==> src/design/midi_track_event_parser_top_assert.svh <==
// assertion macros for the midi track event parser
// the checks are compiled in simulation only, and the macros are empty for synthesis
`ifndef MIDI_TRACK_EVENT_PARSER_TOP_ASSERT_SVH
`define MIDI_TRACK_EVENT_PARSER_TOP_ASSERT_SVH
`ifndef SYNTHESIS
`define MTEP_ASSERT(lbl, clk, rstn, prop) \
  lbl: assert property (@(posedge clk) disable iff (!rstn) (prop)) \
    else $error("mtep assertion failed");
`define MTEP_NEVER(lbl, clk, rstn, cond) \
  lbl: assert property (@(posedge clk) disable iff (!rstn) !(cond)) \
    else $error("mtep forbidden condition seen");
`else
`define MTEP_ASSERT(lbl, clk, rstn, prop)
`define MTEP_NEVER(lbl, clk, rstn, cond)
`endif
`endif

==> src/design/mtep_pkg.sv <==
// shared types and constants for the midi track event parser
// no dependencies
package mtep_pkg;

  // delta and length quantities end after at most this many bytes
  localparam int unsigned VLQ_MAX_BYTES = 4;

  // decoupling queue between parser and output stage
  localparam int unsigned QDEPTH = 4;
  localparam int unsigned QPTR_W = $clog2(QDEPTH);
  localparam int unsigned QCNT_W = QPTR_W + 1;

  // byte codes
  localparam logic [7:0] BYTE_META   = 8'hFF;
  localparam logic [7:0] BYTE_SYSEX  = 8'hF0;
  localparam logic [7:0] BYTE_ESCAPE = 8'hF7;
  localparam logic [7:0] META_TEMPO  = 8'h51;
  localparam logic [27:0] TEMPO_LEN  = 28'd3;

  // status upper nibbles
  localparam logic [3:0] ST_NOTE_OFF  = 4'h8;
  localparam logic [3:0] ST_NOTE_ON   = 4'h9;
  localparam logic [3:0] ST_POLY_AT   = 4'hA;
  localparam logic [3:0] ST_CTRL      = 4'hB;
  localparam logic [3:0] ST_PROGRAM   = 4'hC;
  localparam logic [3:0] ST_CHAN_AT   = 4'hD;
  localparam logic [3:0] ST_PITCH     = 4'hE;

  typedef enum logic [3:0] {
    PH_DELTA,
    PH_EVENT,
    PH_DATA1,
    PH_DATA2,
    PH_DATA_ONE,
    PH_META_TYPE,
    PH_META_LEN,
    PH_META_BODY,
    PH_SYSEX_LEN,
    PH_SYSEX_BODY
  } phase_e;

  typedef enum logic [1:0] {
    KIND_MSG,
    KIND_TEMPO,
    KIND_END
  } kind_e;

  typedef struct packed {
    kind_e        kind;
    logic [31:0]  tick;
    logic [3:0]   msg_type;
    logic [3:0]   channel;
    logic [7:0]   first_data;
    logic [7:0]   second_data;
    logic [23:0]  tempo_us;
    logic [31:0]  longest_ticks;
    logic         last;
  } result_t;

  // everything one byte causes: one or two results
  typedef struct packed {
    logic    two;
    result_t r0;
    result_t r1;
  } rec_t;

  // queue status seen by both sides
  typedef struct packed {
    logic full;
    logic empty;
  } qstat_t;

  function automatic logic has_two_data(logic [3:0] t);
    case (t)
      ST_NOTE_OFF, ST_NOTE_ON, ST_POLY_AT, ST_CTRL, ST_PITCH: return 1'b1;
      default: return 1'b0;
    endcase
  endfunction

  function automatic logic has_one_data(logic [3:0] t);
    case (t)
      ST_PROGRAM, ST_CHAN_AT: return 1'b1;
      default: return 1'b0;
    endcase
  endfunction

endpackage

==> src/design/mtep_if.sv <==
// stream interfaces for the midi track event parser: byte input and result output
// valid/ready handshake, beat moves when both are high; no dependencies
interface mtep_in_if;
  logic       valid;
  logic       ready;
  logic [7:0] data_byte;
  logic       last_of_track;

  modport source(output valid, output data_byte, output last_of_track, input ready);
  modport sink(input valid, input data_byte, input last_of_track, output ready);
endinterface

interface mtep_out_if;
  logic        valid;
  logic        ready;
  logic [1:0]  kind;
  logic [31:0] tick;
  logic [3:0]  msg_type;
  logic [3:0]  channel;
  logic [7:0]  first_data;
  logic [7:0]  second_data;
  logic [23:0] tempo_us;
  logic [31:0] longest_ticks;
  logic        last;

  modport source(output valid, output kind, output tick, output msg_type, output channel,
                 output first_data, output second_data, output tempo_us,
                 output longest_ticks, output last, input ready);
  modport sink(input valid, input kind, input tick, input msg_type, input channel,
               input first_data, input second_data, input tempo_us,
               input longest_ticks, input last, output ready);
endinterface

==> src/design/midi_track_event_parser_top.sv <==
// Track chunk parser for standard MIDI file bodies.
// Input channel in_i takes one byte of a track chunk body per beat, with
// last_of_track set on the final byte. Output channel out_o gives result beats:
// channel messages (running status honored), tempo changes from tempo meta
// events, and one end-of-track beat per track carrying the track's total ticks
// and the largest total seen since reset. Sysex and other meta events are
// dropped. The last field marks the final beat caused by one input byte.
// Throughput: one byte per cycle while the queue is not full. A byte that
// causes two results (the final byte of a track ending on a message or tempo)
// gives two output beats; a four-record queue between the parser and the
// output register absorbs this. A result beat passes from its accepted byte
// through the queue and then the output register before it is valid.
// Reset clears the parser to expect a delta time, zeroes tick and longest
// total, and empties the queue and output register.
// When the receiver stalls, results wait in the output register and the queue;
// in_i.ready drops only once the queue is full.
// Depends on mtep_pkg, mtep_if, mtep_front, mtep_queue and mtep_back.
module midi_track_event_parser_top import mtep_pkg::*; (
  input  logic       clk_i,
  input  logic       rst_ni,
  mtep_in_if.sink    in_i,
  mtep_out_if.source out_o
);

  logic   push;
  logic   pop;
  rec_t   rec;
  rec_t   head;
  qstat_t q_stat;

  // byte parser
  mtep_front u_front (
    .clk_i    (clk_i),
    .rst_ni   (rst_ni),
    .in_i     (in_i),
    .q_stat_i (q_stat),
    .push_o   (push),
    .rec_o    (rec)
  );

  // decoupling queue
  mtep_queue u_queue (
    .clk_i  (clk_i),
    .rst_ni (rst_ni),
    .push_i (push),
    .rec_i  (rec),
    .pop_i  (pop),
    .head_o (head),
    .stat_o (q_stat)
  );

  // result beats
  mtep_back u_back (
    .clk_i    (clk_i),
    .rst_ni   (rst_ni),
    .head_i   (head),
    .q_stat_i (q_stat),
    .pop_o    (pop),
    .out_o    (out_o)
  );

endmodule

==> src/design/mtep_front.sv <==
// parser front end: takes one track byte per beat and builds its result record
// depends on mtep_pkg and mtep_in_if
module mtep_front import mtep_pkg::*; (
  input  logic           clk_i,
  input  logic           rst_ni,
  mtep_in_if.sink        in_i,
  input  qstat_t         q_stat_i,
  output logic           push_o,
  output rec_t           rec_o
);

  phase_e       phase_q, phase_d;
  logic [31:0]  abs_tick_q, abs_tick_d;
  logic [27:0]  vlq_value_q, vlq_value_d;
  logic [2:0]   vlq_count_q, vlq_count_d;
  logic [7:0]   run_status_q, run_status_d;
  logic [7:0]   cur_status_q, cur_status_d;
  logic [7:0]   held_data_q, held_data_d;
  logic [7:0]   meta_kind_q, meta_kind_d;
  logic [27:0]  skip_q, skip_d;
  logic [23:0]  tempo_acc_q, tempo_acc_d;
  logic [1:0]   tempo_cnt_q, tempo_cnt_d;
  logic [31:0]  max_total_q, max_total_d;

  logic         accept;
  logic [7:0]   b;
  logic         fin;
  logic [27:0]  vlq_next;
  logic [2:0]   vlq_cnt_next;
  logic         vlq_done;
  logic [27:0]  skip_dec;
  logic [23:0]  tempo_acc_next;
  logic [1:0]   tempo_cnt_next;
  logic         run_two;
  logic         run_one;
  logic         byte_two;
  logic         byte_one;
  logic [31:0]  tick_add;
  logic [31:0]  tick_sum;
  logic         ev_valid;
  result_t      ev;
  result_t      end_res;

  assign accept = in_i.valid && in_i.ready;
  assign in_i.ready = !q_stat_i.full;
  assign b   = in_i.data_byte;
  assign fin = in_i.last_of_track;

  // shared helpers for quantities, skip and tempo
  assign vlq_next       = {vlq_value_q[20:0], b[6:0]};
  assign vlq_cnt_next   = vlq_count_q + 3'd1;
  assign vlq_done       = !b[7] || (vlq_cnt_next >= 3'(VLQ_MAX_BYTES));
  assign skip_dec       = skip_q - 28'd1;
  assign tempo_acc_next = {tempo_acc_q[15:0], b};
  assign tempo_cnt_next = tempo_cnt_q + 2'd1;
  assign run_two        = has_two_data(run_status_q[7:4]);
  assign run_one        = has_one_data(run_status_q[7:4]);
  assign byte_two       = has_two_data(b[7:4]);
  assign byte_one       = has_one_data(b[7:4]);

  function automatic result_t msg_res(logic [7:0] st, logic [7:0] d1, logic [7:0] d2,
                                      logic [31:0] tk);
    result_t r;
    r             = '0;
    r.kind        = KIND_MSG;
    r.tick        = tk;
    r.msg_type    = st[7:4];
    r.channel     = st[3:0];
    r.first_data  = d1;
    r.second_data = d2;
    return r;
  endfunction

  // next phase
  always_comb begin
    phase_d = phase_q;
    unique case (phase_q)
      PH_EVENT: begin
        if (b == BYTE_META) begin
          phase_d = PH_META_TYPE;
        end else if (b == BYTE_SYSEX || b == BYTE_ESCAPE) begin
          phase_d = PH_SYSEX_LEN;
        end else if (b[7]) begin
          if (byte_two) phase_d = PH_DATA1;
          else if (byte_one) phase_d = PH_DATA_ONE;
          else phase_d = PH_DELTA;
        end else begin
          if (run_two) phase_d = PH_DATA2;
          else if (run_one) phase_d = PH_DELTA;
        end
      end
      PH_DATA1:     phase_d = PH_DATA2;
      PH_DATA2:     phase_d = PH_DELTA;
      PH_DATA_ONE:  phase_d = PH_DELTA;
      PH_META_TYPE: phase_d = PH_META_LEN;
      PH_META_LEN: begin
        if (vlq_done) phase_d = (vlq_next != '0) ? PH_META_BODY : PH_DELTA;
      end
      PH_SYSEX_LEN: begin
        if (vlq_done) phase_d = (vlq_next != '0) ? PH_SYSEX_BODY : PH_DELTA;
      end
      PH_META_BODY, PH_SYSEX_BODY: begin
        if (skip_dec == '0) phase_d = PH_DELTA;
      end
      default: begin
        if (vlq_done || fin) phase_d = PH_EVENT;
      end
    endcase
    if (fin) phase_d = PH_DELTA;
  end

  // datapath and result generation
  always_comb begin
    abs_tick_d   = abs_tick_q;
    vlq_value_d  = vlq_value_q;
    vlq_count_d  = vlq_count_q;
    run_status_d = run_status_q;
    cur_status_d = cur_status_q;
    held_data_d  = held_data_q;
    meta_kind_d  = meta_kind_q;
    skip_d       = skip_q;
    tempo_acc_d  = tempo_acc_q;
    tempo_cnt_d  = tempo_cnt_q;
    max_total_d  = max_total_q;
    tick_add     = '0;
    ev_valid     = 1'b0;
    ev           = '0;
    end_res      = '0;

    unique case (phase_q)
      PH_EVENT: begin
        if (b == BYTE_META) begin
          // meta type follows
        end else if (b == BYTE_SYSEX || b == BYTE_ESCAPE) begin
          vlq_value_d = '0;
          vlq_count_d = '0;
        end else if (b[7]) begin
          cur_status_d = b;
          run_status_d = b;
          if (byte_two || byte_one) begin
            ev_valid = fin;
            ev       = msg_res(b, 8'd0, 8'd0, abs_tick_q);
          end else begin
            vlq_value_d = '0;
            vlq_count_d = '0;
          end
        end else begin
          // data byte under running status
          cur_status_d = run_status_q;
          if (run_two) begin
            ev_valid    = fin;
            ev          = msg_res(run_status_q, 8'd0, 8'd0, abs_tick_q);
            tick_add    = fin ? {24'd0, b} : '0;
            held_data_d = b;
          end else if (run_one) begin
            ev_valid    = 1'b1;
            ev          = msg_res(run_status_q, b, 8'd0, abs_tick_q);
            vlq_value_d = '0;
            vlq_count_d = '0;
          end else begin
            // not a message start: one-byte delta
            tick_add = {24'd0, b};
          end
        end
      end
      PH_DATA1: begin
        ev_valid    = fin;
        ev          = msg_res(cur_status_q, 8'd0, 8'd0, abs_tick_q);
        tick_add    = fin ? {25'd0, b[6:0]} : '0;
        held_data_d = b;
      end
      PH_DATA2: begin
        ev_valid    = 1'b1;
        ev          = msg_res(cur_status_q, held_data_q, b, abs_tick_q);
        vlq_value_d = '0;
        vlq_count_d = '0;
      end
      PH_DATA_ONE: begin
        ev_valid    = 1'b1;
        ev          = msg_res(cur_status_q, b, 8'd0, abs_tick_q);
        vlq_value_d = '0;
        vlq_count_d = '0;
      end
      PH_META_TYPE: begin
        meta_kind_d = b;
        vlq_value_d = '0;
        vlq_count_d = '0;
      end
      PH_META_LEN: begin
        if (vlq_done) begin
          skip_d      = vlq_next;
          vlq_value_d = '0;
          vlq_count_d = '0;
          if (!(meta_kind_q == META_TEMPO && vlq_next == TEMPO_LEN)) meta_kind_d = '0;
          tempo_acc_d = '0;
          tempo_cnt_d = '0;
        end else begin
          vlq_value_d = vlq_next;
          vlq_count_d = vlq_cnt_next;
        end
      end
      PH_META_BODY: begin
        if (meta_kind_q == META_TEMPO) begin
          tempo_acc_d = tempo_acc_next;
          tempo_cnt_d = tempo_cnt_next;
          if (tempo_cnt_next == 2'd3) begin
            ev_valid    = 1'b1;
            ev.kind     = KIND_TEMPO;
            ev.tick     = abs_tick_q;
            ev.tempo_us = tempo_acc_next;
          end
        end
        skip_d = skip_dec;
        if (skip_dec == '0) begin
          vlq_value_d = '0;
          vlq_count_d = '0;
        end
      end
      PH_SYSEX_LEN: begin
        if (vlq_done) begin
          skip_d      = vlq_next;
          vlq_value_d = '0;
          vlq_count_d = '0;
        end else begin
          vlq_value_d = vlq_next;
          vlq_count_d = vlq_cnt_next;
        end
      end
      PH_SYSEX_BODY: begin
        skip_d = skip_dec;
        if (skip_dec == '0) begin
          vlq_value_d = '0;
          vlq_count_d = '0;
        end
      end
      default: begin
        // delta time
        if (vlq_done || fin) begin
          tick_add    = {4'd0, vlq_next};
          vlq_value_d = '0;
          vlq_count_d = '0;
        end else begin
          vlq_value_d = vlq_next;
          vlq_count_d = vlq_cnt_next;
        end
      end
    endcase

    abs_tick_d = tick_sum;

    // end of track: report totals and clear the track state
    if (fin) begin
      if (tick_sum > max_total_q) max_total_d = tick_sum;
      end_res.kind          = KIND_END;
      end_res.tick          = tick_sum;
      end_res.longest_ticks = (tick_sum > max_total_q) ? tick_sum : max_total_q;
      abs_tick_d   = '0;
      vlq_value_d  = '0;
      vlq_count_d  = '0;
      run_status_d = '0;
      cur_status_d = '0;
      held_data_d  = '0;
      meta_kind_d  = '0;
      skip_d       = '0;
      tempo_acc_d  = '0;
      tempo_cnt_d  = '0;
    end
  end

  assign tick_sum = abs_tick_q + tick_add;

  // pack the record for the queue
  always_comb begin
    rec_o     = '0;
    rec_o.two = ev_valid && fin;
    rec_o.r0  = ev_valid ? ev : end_res;
    rec_o.r1  = end_res;
    rec_o.r0.last = !(ev_valid && fin);
    rec_o.r1.last = 1'b1;
  end

  assign push_o = accept && (ev_valid || fin);

  // state registers
  always_ff @(posedge clk_i or negedge rst_ni) begin
    if (!rst_ni) begin
      phase_q      <= PH_DELTA;
      abs_tick_q   <= '0;
      vlq_value_q  <= '0;
      vlq_count_q  <= '0;
      run_status_q <= '0;
      cur_status_q <= '0;
      held_data_q  <= '0;
      meta_kind_q  <= '0;
      skip_q       <= '0;
      tempo_acc_q  <= '0;
      tempo_cnt_q  <= '0;
      max_total_q  <= '0;
    end else if (accept) begin
      phase_q      <= phase_d;
      abs_tick_q   <= abs_tick_d;
      vlq_value_q  <= vlq_value_d;
      vlq_count_q  <= vlq_count_d;
      run_status_q <= run_status_d;
      cur_status_q <= cur_status_d;
      held_data_q  <= held_data_d;
      meta_kind_q  <= meta_kind_d;
      skip_q       <= skip_d;
      tempo_acc_q  <= tempo_acc_d;
      tempo_cnt_q  <= tempo_cnt_d;
      max_total_q  <= max_total_d;
    end
  end

endmodule

==> src/design/mtep_queue.sv <==
// short record queue between parser front end and output stage
// depends on mtep_pkg and the assertion macro header
`include "midi_track_event_parser_top_assert.svh"
module mtep_queue import mtep_pkg::*; (
  input  logic   clk_i,
  input  logic   rst_ni,
  input  logic   push_i,
  input  rec_t   rec_i,
  input  logic   pop_i,
  output rec_t   head_o,
  output qstat_t stat_o
);

  rec_t              mem_q [QDEPTH];
  logic [QPTR_W-1:0] wr_ptr_q, rd_ptr_q;
  logic [QCNT_W-1:0] cnt_q;
  logic              full;
  logic              empty;

  assign full         = (cnt_q == QCNT_W'(QDEPTH));
  assign empty        = (cnt_q == '0);
  assign stat_o.full  = full;
  assign stat_o.empty = empty;
  assign head_o       = mem_q[rd_ptr_q];

  // record storage
  always_ff @(posedge clk_i) begin
    if (push_i) mem_q[wr_ptr_q] <= rec_i;
  end

  // pointers and fill count
  always_ff @(posedge clk_i or negedge rst_ni) begin
    if (!rst_ni) begin
      wr_ptr_q <= '0;
      rd_ptr_q <= '0;
      cnt_q    <= '0;
    end else begin
      if (push_i) wr_ptr_q <= wr_ptr_q + QPTR_W'(1);
      if (pop_i)  rd_ptr_q <= rd_ptr_q + QPTR_W'(1);
      if (push_i && !pop_i) cnt_q <= cnt_q + QCNT_W'(1);
      else if (pop_i && !push_i) cnt_q <= cnt_q - QCNT_W'(1);
    end
  end

  `MTEP_ASSERT(a_cnt_range, clk_i, rst_ni, cnt_q <= QCNT_W'(QDEPTH))
  `MTEP_NEVER(a_no_overflow, clk_i, rst_ni, push_i && full)
  `MTEP_NEVER(a_no_underflow, clk_i, rst_ni, pop_i && empty)
  `MTEP_ASSERT(a_push_fills, clk_i, rst_ni, (push_i && !pop_i) |=> !empty)

endmodule

==> src/design/mtep_back.sv <==
// output stage: splits each queued record into one or two result beats
// depends on mtep_pkg and mtep_out_if
module mtep_back import mtep_pkg::*; (
  input  logic      clk_i,
  input  logic      rst_ni,
  input  rec_t      head_i,
  input  qstat_t    q_stat_i,
  output logic      pop_o,
  mtep_out_if.source out_o
);

  logic    out_valid_q, out_valid_d;
  logic    sel_q, sel_d;
  result_t out_q;
  logic    load;

  // load the output register whenever the queue holds a record and the register is free or being taken
  assign load  = !q_stat_i.empty && (!out_valid_q || out_o.ready);
  assign pop_o = load && (sel_q || !head_i.two);

  always_comb begin
    out_valid_d = out_valid_q;
    sel_d       = sel_q;
    if (load) begin
      out_valid_d = 1'b1;
      sel_d       = head_i.two && !sel_q;
    end else if (out_o.ready) begin
      out_valid_d = 1'b0;
    end
  end

  always_ff @(posedge clk_i or negedge rst_ni) begin
    if (!rst_ni) begin
      out_valid_q <= 1'b0;
      sel_q       <= 1'b0;
    end else begin
      out_valid_q <= out_valid_d;
      sel_q       <= sel_d;
    end
  end

  // result payload
  always_ff @(posedge clk_i) begin
    if (load) out_q <= sel_q ? head_i.r1 : head_i.r0;
  end

  assign out_o.valid         = out_valid_q;
  assign out_o.kind          = out_q.kind;
  assign out_o.tick          = out_q.tick;
  assign out_o.msg_type      = out_q.msg_type;
  assign out_o.channel       = out_q.channel;
  assign out_o.first_data    = out_q.first_data;
  assign out_o.second_data   = out_q.second_data;
  assign out_o.tempo_us      = out_q.tempo_us;
  assign out_o.longest_ticks = out_q.longest_ticks;
  assign out_o.last          = out_q.last;

endmodule
==> src/flat_wrapper.sv <==
// flat-port wrapper written by rule: the top's interface ports become plain ports
module midi_track_event_parser_top_flat import mtep_pkg::*;
  (clk_i, rst_ni, in_i_valid, in_i_data_byte, in_i_last_of_track, in_i_ready, out_o_valid, out_o_kind, out_o_tick, out_o_msg_type, out_o_channel, out_o_first_data, out_o_second_data, out_o_tempo_us, out_o_longest_ticks, out_o_last, out_o_ready);
  mtep_in_if in_i_i ();
  mtep_out_if out_o_i ();
  input  logic clk_i;
  input  logic rst_ni;
  input wire logic [$bits(in_i_i.valid)-1:0] in_i_valid;
  input wire logic [$bits(in_i_i.data_byte)-1:0] in_i_data_byte;
  input wire logic [$bits(in_i_i.last_of_track)-1:0] in_i_last_of_track;
  output wire logic [$bits(in_i_i.ready)-1:0] in_i_ready;
  output wire logic [$bits(out_o_i.valid)-1:0] out_o_valid;
  output wire logic [$bits(out_o_i.kind)-1:0] out_o_kind;
  output wire logic [$bits(out_o_i.tick)-1:0] out_o_tick;
  output wire logic [$bits(out_o_i.msg_type)-1:0] out_o_msg_type;
  output wire logic [$bits(out_o_i.channel)-1:0] out_o_channel;
  output wire logic [$bits(out_o_i.first_data)-1:0] out_o_first_data;
  output wire logic [$bits(out_o_i.second_data)-1:0] out_o_second_data;
  output wire logic [$bits(out_o_i.tempo_us)-1:0] out_o_tempo_us;
  output wire logic [$bits(out_o_i.longest_ticks)-1:0] out_o_longest_ticks;
  output wire logic [$bits(out_o_i.last)-1:0] out_o_last;
  input wire logic [$bits(out_o_i.ready)-1:0] out_o_ready;
  assign in_i_i.valid = in_i_valid;
  assign in_i_i.data_byte = in_i_data_byte;
  assign in_i_i.last_of_track = in_i_last_of_track;
  assign in_i_ready = in_i_i.ready;
  assign out_o_valid = out_o_i.valid;
  assign out_o_kind = out_o_i.kind;
  assign out_o_tick = out_o_i.tick;
  assign out_o_msg_type = out_o_i.msg_type;
  assign out_o_channel = out_o_i.channel;
  assign out_o_first_data = out_o_i.first_data;
  assign out_o_second_data = out_o_i.second_data;
  assign out_o_tempo_us = out_o_i.tempo_us;
  assign out_o_longest_ticks = out_o_i.longest_ticks;
  assign out_o_last = out_o_i.last;
  assign out_o_i.ready = out_o_ready;
  midi_track_event_parser_top u_core (.clk_i(clk_i), .rst_ni(rst_ni), .in_i(in_i_i), .out_o(out_o_i));
endmodule
==> config.mk <==
export PLATFORM = sky130hd
export DESIGN_NAME = midi_track_event_parser_top_flat
export DESIGN_NICKNAME = d
export VERILOG_FILES = /design/src/design/mtep_pkg.sv /design/src/design/mtep_if.sv /design/src/design/midi_track_event_parser_top.sv /design/src/design/mtep_front.sv /design/src/design/mtep_queue.sv /design/src/design/mtep_back.sv /design/src/flat_wrapper.sv
export VERILOG_INCLUDE_DIRS = /design/src /design/src/design
export SDC_FILE = /design/constraint.sdc
export NUM_CORES = 1
export LEC_CHECK = 0
export BUFFER_PORTS_ARGS = -buffer_cell sky130_fd_sc_hd__buf_4
export CORE_UTILIZATION = 53
export CTS_CLUSTER_SIZE = 40
export DETAILED_ROUTE_END_ITERATION = 8
export GPL_ROUTABILITY_DRIVEN = 0
export PLACE_DENSITY = 0.82
export SETUP_SLACK_MARGIN = 0.5
export SYNTH_ARGS = -nofsm -noshare
export SYNTH_HDL_FRONTEND = slang
export SYNTH_HIERARCHICAL = 1
export SYNTH_SLANG_ARGS = --single-unit
==> constraint.sdc <==
create_clock -name clk_i -period 7.8 [get_ports clk_i]
set_input_delay 0.39 -clock clk_i [delete_from_list [all_inputs] [get_ports clk_i]]
set_output_delay 0.39 -clock clk_i [all_outputs]
set_load 0.01 [all_outputs]
-- Yosys cells after proc, flatten, opt, wreduce, memory -nomap -nowiden
Memory sizes are Yosys's and may differ from the RTL's.
Index checks and enable logic that the tools add are counted.
- flip-flop bits (word level): 286
- bits in writable memories: 728
- input port bits: 13
- output and inout port bits: 117
- word-level logic and storage cells: 248
- memories kept: 1
- add/subtract/negate cells: 8
- magnitude comparators: 2
- equal/unequal tests: 48
- multiplexer cells: 110
- reduce and logical (&&, ||, !) cells: 54
- memory list (memory ; words ; width ; rd ports ; clocked after memory_dff ; wr ports ; RTL line ; source):
    u_core.u_queue.mem_q ; 4 ; 182 ; 1 ; 0 ; 1 ; mtep_queue.sv:14 ; rec_t mem_q [QDEPTH];
- operators by type and width (kind ; number):
    115-bit two-way mux ; 5
    113-bit two-way mux ; 3
    21-bit two-way mux ; 10
    21-bit one-hot mux with 5 select lines ; 1
    8-bit two-way mux ; 13
    34-bit one-hot mux with 3 select lines ; 1
    33-bit two-way mux ; 3
    32-bit two-way mux ; 3
    24-bit one-hot mux with 4 select lines ; 1
    28-bit two-way mux ; 3
    28-bit one-hot mux with 3 select lines ; 1
    4-bit == test (second input constant) ; 16
    28-bit one-hot mux with 2 select lines ; 1
    16-bit two-way mux ; 3
    24-bit two-way mux ; 2
    24-bit one-hot mux with 2 select lines ; 1
    3-bit two-way mux ; 15
    4-bit two-way mux ; 11
    7-bit two-way mux ; 6
    34-bit two-way mux ; 1
    32-bit adder ; 1
    32-bit greater-than comparator ; 1
    16-bit one-hot mux with 2 select lines ; 1
    8-bit one-hot mux with 2 select lines ; 2
    other kinds (43) ; 117

-- Depth between registers and ports, before layout
Gate-level depths: netlist (run 1).
- word-level depth: 15
- gate-level depth with buffers: 27
- depth with buffers taken out: 25

-- By module
Netlist (run 1), hierarchy kept.
- modules (own cells, without submodules) (module ; times used ; cells an instance ; area each (µm²) ; sequential area each (µm²)):
    mtep_queue ; 1 ; 1243 ; 33732.4 ; 27921.8
    mtep_front ; 1 ; 1531 ; 12653.4 ; 4053.9
    mtep_back ; 1 ; 252 ; 5044.8 ; 3503.4

-- Least setup slack after synthesis (run 1)
Ideal clock, no wire load.
- kind: register to register
- start point: reg u_core.u_front.phase_q[2]
- end point: mem u_core/u_queue/mem_q[3][0] (netlist bit) (enable)
- library setup time: 0.621 ns
- arrival time: 7.460 ns
- required time: 7.179 ns
- setup slack: -0.280 ns
- cell stages (with the launch flop): 11
- buffers on the path: 3
- clock period less this slack: 8.080 ns
- cells stage by stage: dfrtp_1 -> clkbuf_1 -> nand4_1 -> nor3_1 -> nor2_1 -> o21ai_0 -> buf_2 -> clkbuf_1 -> nor2_1 -> nor2_1 -> and2_1
- longest elaborated chain between the ends: 7
- elaborated cells between the ends (all ways): 11
- classes of those cells: eq/ne: 5; mux: 3; reduce/logical: 3
- RTL lines (item ; RTL line ; source):
    from (decl) ; mtep_front.sv:12 ; phase_e phase_q, phase_d;
    from (signal assigned) ; mtep_front.sv:300 ; phase_q <= phase_d;
    4-bit by 3-bit == test with 1-bit output or 4-bit by 2-bit == test with 1-bit output (tied branches) ; mtep_front.sv:130 ; unique case (phase_q)
    2-bit OR reduction (no line) ; n/a ;
    1-bit one-hot mux with 4 select lines (*) ; mtep_front.sv:130 ;
    1-bit logical OR (*) ; mtep_front.sv:282 ; assign push_o = accept && (ev_valid || fin);
    1-bit logical AND (*) ; mtep_front.sv:282 ;
    net u_core.push ; midi_track_event_parser_top.sv:25 ; logic push;
    1-bit two-way mux (*) ; mtep_queue.sv:28 ; if (push_i) mem_q[wr_ptr_q] <= rec_i;
    1-bit two-way mux (not written as such) (*) ; mtep_queue.sv:28 ;
    to (decl) ; mtep_queue.sv:14 ;
The timed path passes the listed nets; every way through them passes the cells marked *.

-- Worst setup path after layout (run 1)
- start point: reg u_core.u_front.phase_q[1]
- end point: mem u_core/u_queue/mem_q[1][13] (netlist bit) (data pin)
- longest elaborated chain between the ends: 7
- elaborated cells between the ends (all ways): 15
- classes of those cells: add/sub: 1; order compare: 1; eq/ne: 9; mux: 3; reduce/logical: 1
- RTL lines (item ; RTL line ; source):
    4-bit == test, or another cell as far along ; mtep_front.sv:130 ;
    7-bit OR reduction (no line) ; n/a ;
    28-bit one-hot mux with 3 select lines (*) ; mtep_front.sv:130 ;
    32-bit adder (*) ; mtep_front.sv:270 ; assign tick_sum = abs_tick_q + tick_add;
    32-bit greater-than comparator ; mtep_front.sv:256 ; end_res.longest_ticks = (tick_sum > max_total_q) ? tick_sum : max_total_q;
    32-bit two-way mux (*) ; n/a ;
    32-bit two-way mux (*) ; mtep_front.sv:252 ; if (fin) begin
Mark *: on every way between the ends. The rest lies on a longest branch, timed or not.

==> metrics.md, run 1 <==
| Metric | Value |
|---|---|
| Outcome | complete, no violations |
| Final number of setup-violating endpoints | 0 |
| Crit-path max FO | 14 |
| FFs w/ async S/R, synth | 14.1% |
| EDFF count, synth | 1,039 |
| Netlist Area Pre-Place | slightly above 50,000 um2 |
| Core Area | roughly 96,000 um2 |
| Maximum number of pins on one net before global-route repair | 102 |
| Crit share post-route | between 80% and 90% |
| Sequential cell area | between 30,000 and 40,000 um2 |
| H-tree depth | 3 |
| Overall die width | 314 um |
| Clock root cell | clkbuf_16 |
| Row Count | between 100 and 150 |
| Synth top area share | 60.7% |
| Worst-margin pin slew | 1.12 ns |
| Port-buffer cells | around 130 |
| GRT Total Usage | between 20 and 25% |
| Clock Path Buffers | 3 |
| DR vias/cell | 6.11 |
| Ys Warns | 6 |
| CP Class | flop to flop |
| Min-delay worst type | input port to flop |
| Pre-CTS setup slack | 0.422 ns |
| Via count | 27,800 |
| Vias in the first global route | 28,400 |
| CP Capture Type | flop |
| Final nets | 3,268 |
| Comb pwr share | between 20 and 30% |
| First-pass GRT wire length | 167 mm |
| Avg Inst Size Synth | 17.0 um2 |
| Synth Area in XOR/XNOR | less than 1% |
| Final wirelength | between 100 and 150 mm |
| Post-Route Setup TNS | 0 ns |
| TritonRoute pass-1 iters | 6 |
| Fillers | 6,725 |
| Internal power | between 10 and 15 mW |
| Synth-to-Final Area Change | 12.0% |
| LEAKAGE | between 20 and 25 nW |
| Clock Pin Slew Worst Setup and Hold Paths | roughly 0.06 ns |
| Mux contribution to synthesized area | 14.6% |
| Initial antenna violation count | 2 |
| Adder-cell share of the synthesized area | 1.76% |
| DRT iter0 DRCs | 2,884 |
| CP Launch Type | flop |
| Hpwl dp | 65.9 mm |
| Hold slack | 0.0556 ns |
| Worst Skew | 0.0600 ns |
| Crit path required time | 8.20 ns |
| Largest family of logic cells by synthesized area | multiplexers |
| Final hold vios | 0 |
| Die Ht | 314 um |
| Final Critical Period | 6.90 ns |
| Proportion of layout cells with a drive suffix above 1 | 25.5% |
| FF+latch count, synth | 1,210 |
| Pwr/cell area | between 300 and 400 nW/um2 |
| Worst-Skew Late Latency | 0.72 ns |
| Total gr overflow | 0 |
| Dominant cell type by area after synthesis | edfxtp_1 |
| Number of routed nets with antenna violations | 0 |
| Largest cells by area after synthesis | edfxtp_1, mux4_2, dfrtp_1 |
| Die area | a little under 100,000 um2 |
| Synth cell count leaders | edfxtp_1, mux4_2, nor2_1, dfrtp_1, mux2_2 |
| Inst Count DP | approximately 4,300 |
| Max frequency | between 100 and 150 MHz |
| Max VDD drop | 0.319 mV |
| Sequential share of the synthesized area | 69.0% |
| Initial Util | 53.8% |
| Non-filler cells, final | between 4,000 and 5,000 |
| Post-Synth Simple-Gate Area | between 5 and 6% |
| IO Count | 130 |
| Synth Area in Compound Gates | 5.50% |
| Clock sink total | around 1,200 |
| Crit path DAT | 7.30 ns |
| Switching Power | 5.86 mW |
| Core Util, Final | around three fifths |
| Max Cap Violations | 0 |
| CTS Buf Count | 115 |
| Distinct cells, synth | 88 |
| Routed len/inst | 24.1 um |
| Sw Share | between 20% and 30% |
| Final Slew Violations | 0 |
| Mapped Cells | 3,026 |
| Sequential share of power | 44.3% |
| Multi-input gate area | approximately 15,000 um2 |
| Cell with the most instances after synthesis | edfxtp_1 |
| Ys flop type | edfxtp_1 |
| Max-slew headroom | between 20% and 30% |
| Worst setup margin | around 0.9 ns |
| Clock Power Share | between 20 and 30% |
| CTS tree | done |
| RSZ-0062 raised after global routing | no |
| DRC | 0 |
## per-layer routing
metal | track usage [%] | vias to the layer above | part of all wire, %
met1 | 29.0 | 14200 | 38
met4 | 10.0 | 4 | 4.3
met3 | 3.69 | 257 | 7.2
met5 | 0 | - | 0.022
li1 | - | 12100 | -
met2 | 37.3 | 1227 | 50
## cell type report
class                   count  share of cell area [%]
flip-flops and latches   1210                    61.6
multi-input cells        1587                    25.5
clock buffers             149                    5.48
repair buffers            202                    2.92
well taps                1265                    2.75
clock inverters            71                    1.30
inverters                  68                   0.443
diodes                      1                 0.00434
## worst max-delay path, cell delays in order (launching register included)
cell      delay, ns
dfrtp_1        0.40
buf_4          0.19
nand2b_1       0.20
nand2b_1       0.24
nor2_1         0.15
a221oi_1       0.11
a21oi_2        0.22
and2_1         0.17
ha_1           0.19
inv_1          0.07
fa_1           0.42
nor2b_1        0.17
o31a_1         0.19
o311a_1        0.26
o21ai_0        0.18
a311oi_2       0.38
buf_4          0.19
o211ai_2       0.11
xnor2_2        0.20
ha_1           0.31
nand4_1        0.10
nand2b_1       0.17
or4_1          0.44
or4_1          0.61
o21ai_4        0.19
buf_8          0.26
mux2i_1        0.29
nor2_1         0.12
## cells by family (layout without fill, tap and decap cells)
family / Yosys count / in the layout
buf+inv: 277 / 490
compound gates: 422 / 422
fa+ha+maj: 71 / 71
simple gates: 577 / 577
flops: 1210 / 1210
xor+xnor: 39 / 39
mux: 428 / 428
other cells: 2 / 51
## state kept, by name, summed over array words and instances (netlist names), 2 cells and up
signal / count
u_core/u_back/out_o.second_data: 8
u_core/u_front/tempo_acc_q: 16
u_core/u_back/out_o.longest_ticks: 32
u_core/u_back/out_o.msg_type: 4
u_core/u_queue/mem_q: 924
u_core/u_back/out_o.first_data: 8
u_core/u_back/out_o.channel: 4
u_core/u_back/out_o.kind: 2
u_core/u_front/abs_tick_q: 32
u_core/u_front/vlq_count_q: 3
u_core/u_front/cur_status_q: 8
u_core/u_back/out_o.tempo_us: 24
u_core/u_front/phase_q: 4
u_core/u_front/held_data_q: 8
u_core/u_queue/rd_ptr_q: 2
u_core/u_queue/cnt_q: 3
u_core/u_front/skip_q: 28
u_core/u_front/max_total_q: 32
u_core/u_queue/wr_ptr_q: 2
u_core/u_front/vlq_value_q: 21
u_core/u_back/out_o.tick: 32
u_core/u_front/tempo_cnt_q: 2
u_core/u_front/meta_kind_q: 8
## power by group through the flow
stage | Sequential (mW) | Clock (mW) | Combinational [mW]
CTS | 8.92 | 5.74 | 5.60
global route | 9.00 | 5.97 | 5.92
finish | 8.90 | 5.65 | 5.56
global placement | 8.99 | 0 | 5.50
floorplan | 9.00 | 0 | 3.83
detailed placement | 9.04 | 0 | 5.55
## worst paths after layout
path,startpoint,to,slack [ns],cells past startpoint
hold reg to reg,u_core/u_front/meta_kind_q[4],u_core/u_front/meta_kind_q[4],0.48,2
hold / removal,in_i_last_of_track,u_core/u_queue/mem_q[1][114],0.06,1
max in group asynchronous,rst_ni,u_core/u_queue/rd_ptr_q[0],6.19,3
setup reg to reg,u_core/u_front/phase_q[1],u_core/u_queue/mem_q[1][13],0.90,27
setup / recovery,u_core/u_front/phase_q[1],u_core/u_queue/mem_q[1][13],0.90,27
min in group asynchronous,rst_ni,u_core/u_front/abs_tick_q[11],0.22,2
## stage by stage
stage,instance area (um2),total power [mW]
floorplan,51600,12.8
global placement,53600,14.5
detailed placement,53600,14.6
CTS,57500,20.3
global route,57600,20.9
finish,57600,20.1
## placed cells by master, fill, tap and decap left out, drive strengths merged, types with 12 or more instances in the layout
| cell | n |
|---|---|
| inv | 70 |
| nand2 | 133 |
| nand2b | 14 |
| o22ai | 14 |
| o21ai | 124 |
| buf | 200 |
| nand3 | 35 |
| a22o | 49 |
| conb | 50 |
| ha | 69 |
| nor3 | 30 |
| xor2 | 18 |
| nor2 | 179 |
| mux4 | 231 |
| dfrtp | 171 |
| a21o | 16 |
| clkbuf | 149 |
| mux2 | 167 |
| edfxtp | 1039 |
| and2 | 99 |
| bufinv | 12 |
| a21oi | 93 |
| mux2i | 30 |
| o31ai | 30 |
| clkinv | 49 |
| a22oi | 12 |
| a31oi | 12 |
| xnor2 | 21 |
| nor4 | 18 |
## repair_timing
item | CTS | global route
pin swaps | 0 | 1
setup endpoints to repair | 220 | 282
gates resized for setup | 1 | 10
buffers inserted | 0 | 5
hold endpoints to repair | 59 | 0
hold buffers | 2 | 0
(Power assumes the default switching activity.)
==> run 2, diff against run 1 <==
- CORE_MARGIN: default -> 4
==> run 2 against run 1 <==
Routed wire length up 3.2%. Power increased by 0.49%. Highest routed layer unchanged. Critical path type unchanged. Largest power group unchanged. Clock-buffer cell count up 6. Sequential cell count unchanged. Sequential share of layout area hardly changed. Setup slack worse by 0.24 ns. Non-clock buffer count up 2. Clock skew fell by 0.021 ns. Die area rose by 3.9%.
==> metrics.md, run 2 (same netlist as run 1, synthesis figures left out) <==
| Metric | Value |
|---|---|
| CTS Buf Count | 115 (unchanged) |
| Crit path DAT | 7.53 ns (was 7.30 ns) |
| Hold path cells | 1 (unchanged) |
| Most frequent cells in the layout | edfxtp_1, mux4_2, buf_4 (unchanged) |
| Final number of setup-violating endpoints | 0 (unchanged) |
| WHS Endpoint | u_core/u_queue/mem_q[0][114] (was u_core/u_queue/mem_q[1][114]) |
| Worst-Skew Late Latency | 0.69 ns (was 0.72 ns) |
| Maximum number of pins on one net before global-route repair | 136 (was 102) |
| Placed Area | 53,600 um2 (about the same) |
| Min-delay worst type | input port to flop (unchanged) |
| Overall die width | 320 um (was 314 um) |
| Design area | 57,600 um2 (about the same) |
| Post-Route Setup TNS | 0 ns (unchanged) |
| Number of routed nets with antenna violations | 0 (unchanged) |
| Max Cap Violations | 0 (unchanged) |
| HP Start | in_i_last_of_track (unchanged) |
| Total gr overflow | 0 (unchanged) |
| FF-to-FF setup slack | 0.67 ns (was 0.90 ns) |
| Buf+Inv Stages, Crit Path | 3 (was 4) |
| CP Capture Type | flop (unchanged) |
| Power after layout | 20.2 mW (was 20.1 mW) |
| Die area | 102,000 um2 (was 98,300 um2) |
| Row Count | 113 (unchanged) |
| GRT Total Usage | 22.1% (was 22.4%) |
| TritonRoute pass-1 iters | 7 (was 6) |
| Clock Pin Slew Worst Setup and Hold Paths | 0.06 ns (about the same) |
| Hpwl dp | 67.7 mm (was 65.9 mm) |
| First-pass GRT wire length | 174 mm (was 167 mm) |
| RSZ-0062 raised after global routing | no (unchanged) |
| Port-buffer cells | 129 (unchanged) |
| Final Critical Period | 7.13 ns (was 6.90 ns) |
| Die Ht | 320 um (was 314 um) |
| Final wirelength | 113 mm (was 110 mm) |
| Initial antenna violation count | 5 (was 2) |
| CP max stage cell | or4_1 (unchanged) |
| Worst-margin pin slew | 1.21 ns (was 1.12 ns) |
| H-tree depth | 3 (unchanged) |
| Largest register FFs | 924 (unchanged) |
| Proportion of layout cells with a drive suffix above 1 | 25.2% (was 25.5%) |
| Pre-CTS setup slack | 0.251 ns (was 0.422 ns) |
| Non-filler cells, final | 4,552 (was 4,553) |
| Crit path required time | 8.20 ns (about the same) |
| Final hold vios | 0 (unchanged) |
| Reg-to-Reg End | u_core/u_queue/mem_q[3][128] (was u_core/u_queue/mem_q[1][13]) |
| Max-slew headroom | 19.2% (was 25.1%) |
| Synth-to-Final Area Change | 12.0% (about the same) |
| RR Startpoint | u_core/u_front/phase_q[3] (was u_core/u_front/phase_q[1]) |
| Worst setup margin | 0.666 ns (was 0.901 ns) |
| CP Launch Type | flop (unchanged) |
| CP max stage delay | 0.61 ns (about the same) |
| Worst Skew | 0.0393 ns (was 0.0600 ns) |
| Core Area | 95,600 um2 (unchanged) |
| Reg with most FFs | u_core/u_queue/mem_q (unchanged) |
| Hold slack | 0.0905 ns (was 0.0556 ns) |
| Max frequency | 140 MHz (was 145 MHz) |
| Clock Path Buffers | 3 (unchanged) |
| Inst Count DP | 4,323 (was 4,325) |
| CP dominant cell by count | or4_1 (was nand2b_1) |
| DRC | 0 (unchanged) |
| LEAKAGE | 20.9 nW (about the same) |
| Outcome | complete, no violations (unchanged) |
| Routed len/inst | 24.8 um (was 24.1 um) |
| IO Count | 130 (unchanged) |
| Vias in the first global route | 28,800 (was 28,400) |
| DRT iter0 DRCs | 3,392 (was 2,884) |
| Commonest non-fill, non-tap cell in the layout | edfxtp_1 (unchanged) |
| Final nets | 3,270 (was 3,268) |
| Pwr/cell area | 351 nW/um2 (was 349 nW/um2) |
| DR vias/cell | 6.18 (was 6.11) |
| Core Util, Final | 60.3% (about the same) |
| CP Class | flop to flop (unchanged) |
| Final Slew Violations | 0 (unchanged) |
| Max VDD drop | 0.365 mV (was 0.319 mV) |
| Via count | 28,100 (was 27,800) |
| CTS tree | done (unchanged) |
| Crit share post-route | 91.5% (was 88.4%) |
| CP delay by family, top | simple AND/OR/NAND/NOR gates (unchanged) |
| Clock sink total | 1,210 (unchanged) |
| Initial Util | 53.8% (unchanged) |
| Clock root cell | clkbuf_16 (unchanged) |
| Worst r2r path cells | 25 (was 27) |
| Crit-path max FO | 15 (was 14) |
==> run 2: cell count changes in the layout (fill, tap and decap cells not counted), sizes merged <==
cell      change
clkinv        -8
inv           -1
clkinvlp      -1
buf           +2
clkbuf        +6
bufinv        +1
==> run 2: what timing repair did <==
item                                   in CTS  in global routing
hold buffers                                2                  0
endpoints found under the hold margin      39                  0
cloned                                      0                  0
setup endpoints to repair                 188                281
setup buffers                               0                  9
resized for setup                           2                  2
pin swaps                                   0                  2
==> run 2: worst max path at each step <==
stage,start,end,slack (ns),cells past startpoint
after floorplan,u_core/u_front/phase_q[1],u_core/u_queue/mem_q[0][124],1.53,27
after global placement,u_core/u_front/phase_q[3],u_core/u_queue/mem_q[2][16],0.48,25
after detailed placement,u_core/u_front/phase_q[3],u_core/u_queue/mem_q[2][128],0.25,25
after CTS,u_core/u_front/phase_q[3],u_core/u_queue/mem_q[0][128],0.52,25
after global routing,u_core/u_front/phase_q[0],u_core/u_queue/mem_q[0][128],0.49,25
final,u_core/u_front/phase_q[3],u_core/u_queue/mem_q[3][128],0.67,25
==> run 2: per-layer routing <==
metal / up-vias / share of wire [%] / GRT usage (%)
met5: - / 0.011 / 0
met4: 2 / 4.0 / 8.40
met3: 277 / 7.6 / 3.84
met2: 1384 / 50 / 36.5
met1: 14300 / 39 / 29.7
li1: 12100 / - / -
==> run 2: power by group <==
group	internal (mW)	total (mW)	switching, mW
Combinational	2.60	5.61	3.02
Sequential	8.39	8.89	0.503
Clock	3.34	5.70	2.36
Total	14.3	20.2	5.88
==> run 2: cell type report <==
| cell class | instances | area (um2) |
|---|---|---|
| antenna | 1 | 2.50 |
| sequential | 1210 | 35500 |
| clock buffer | 155 | 3240 |
| inverter | 68 | 255 |
| multi-input combinational | 1587 | 14700 |
| tap | 1265 | 1580 |
| fill | 6696 | 38000 |
| clock inverter | 62 | 691 |
| timing repair buffer | 204 | 1670 |
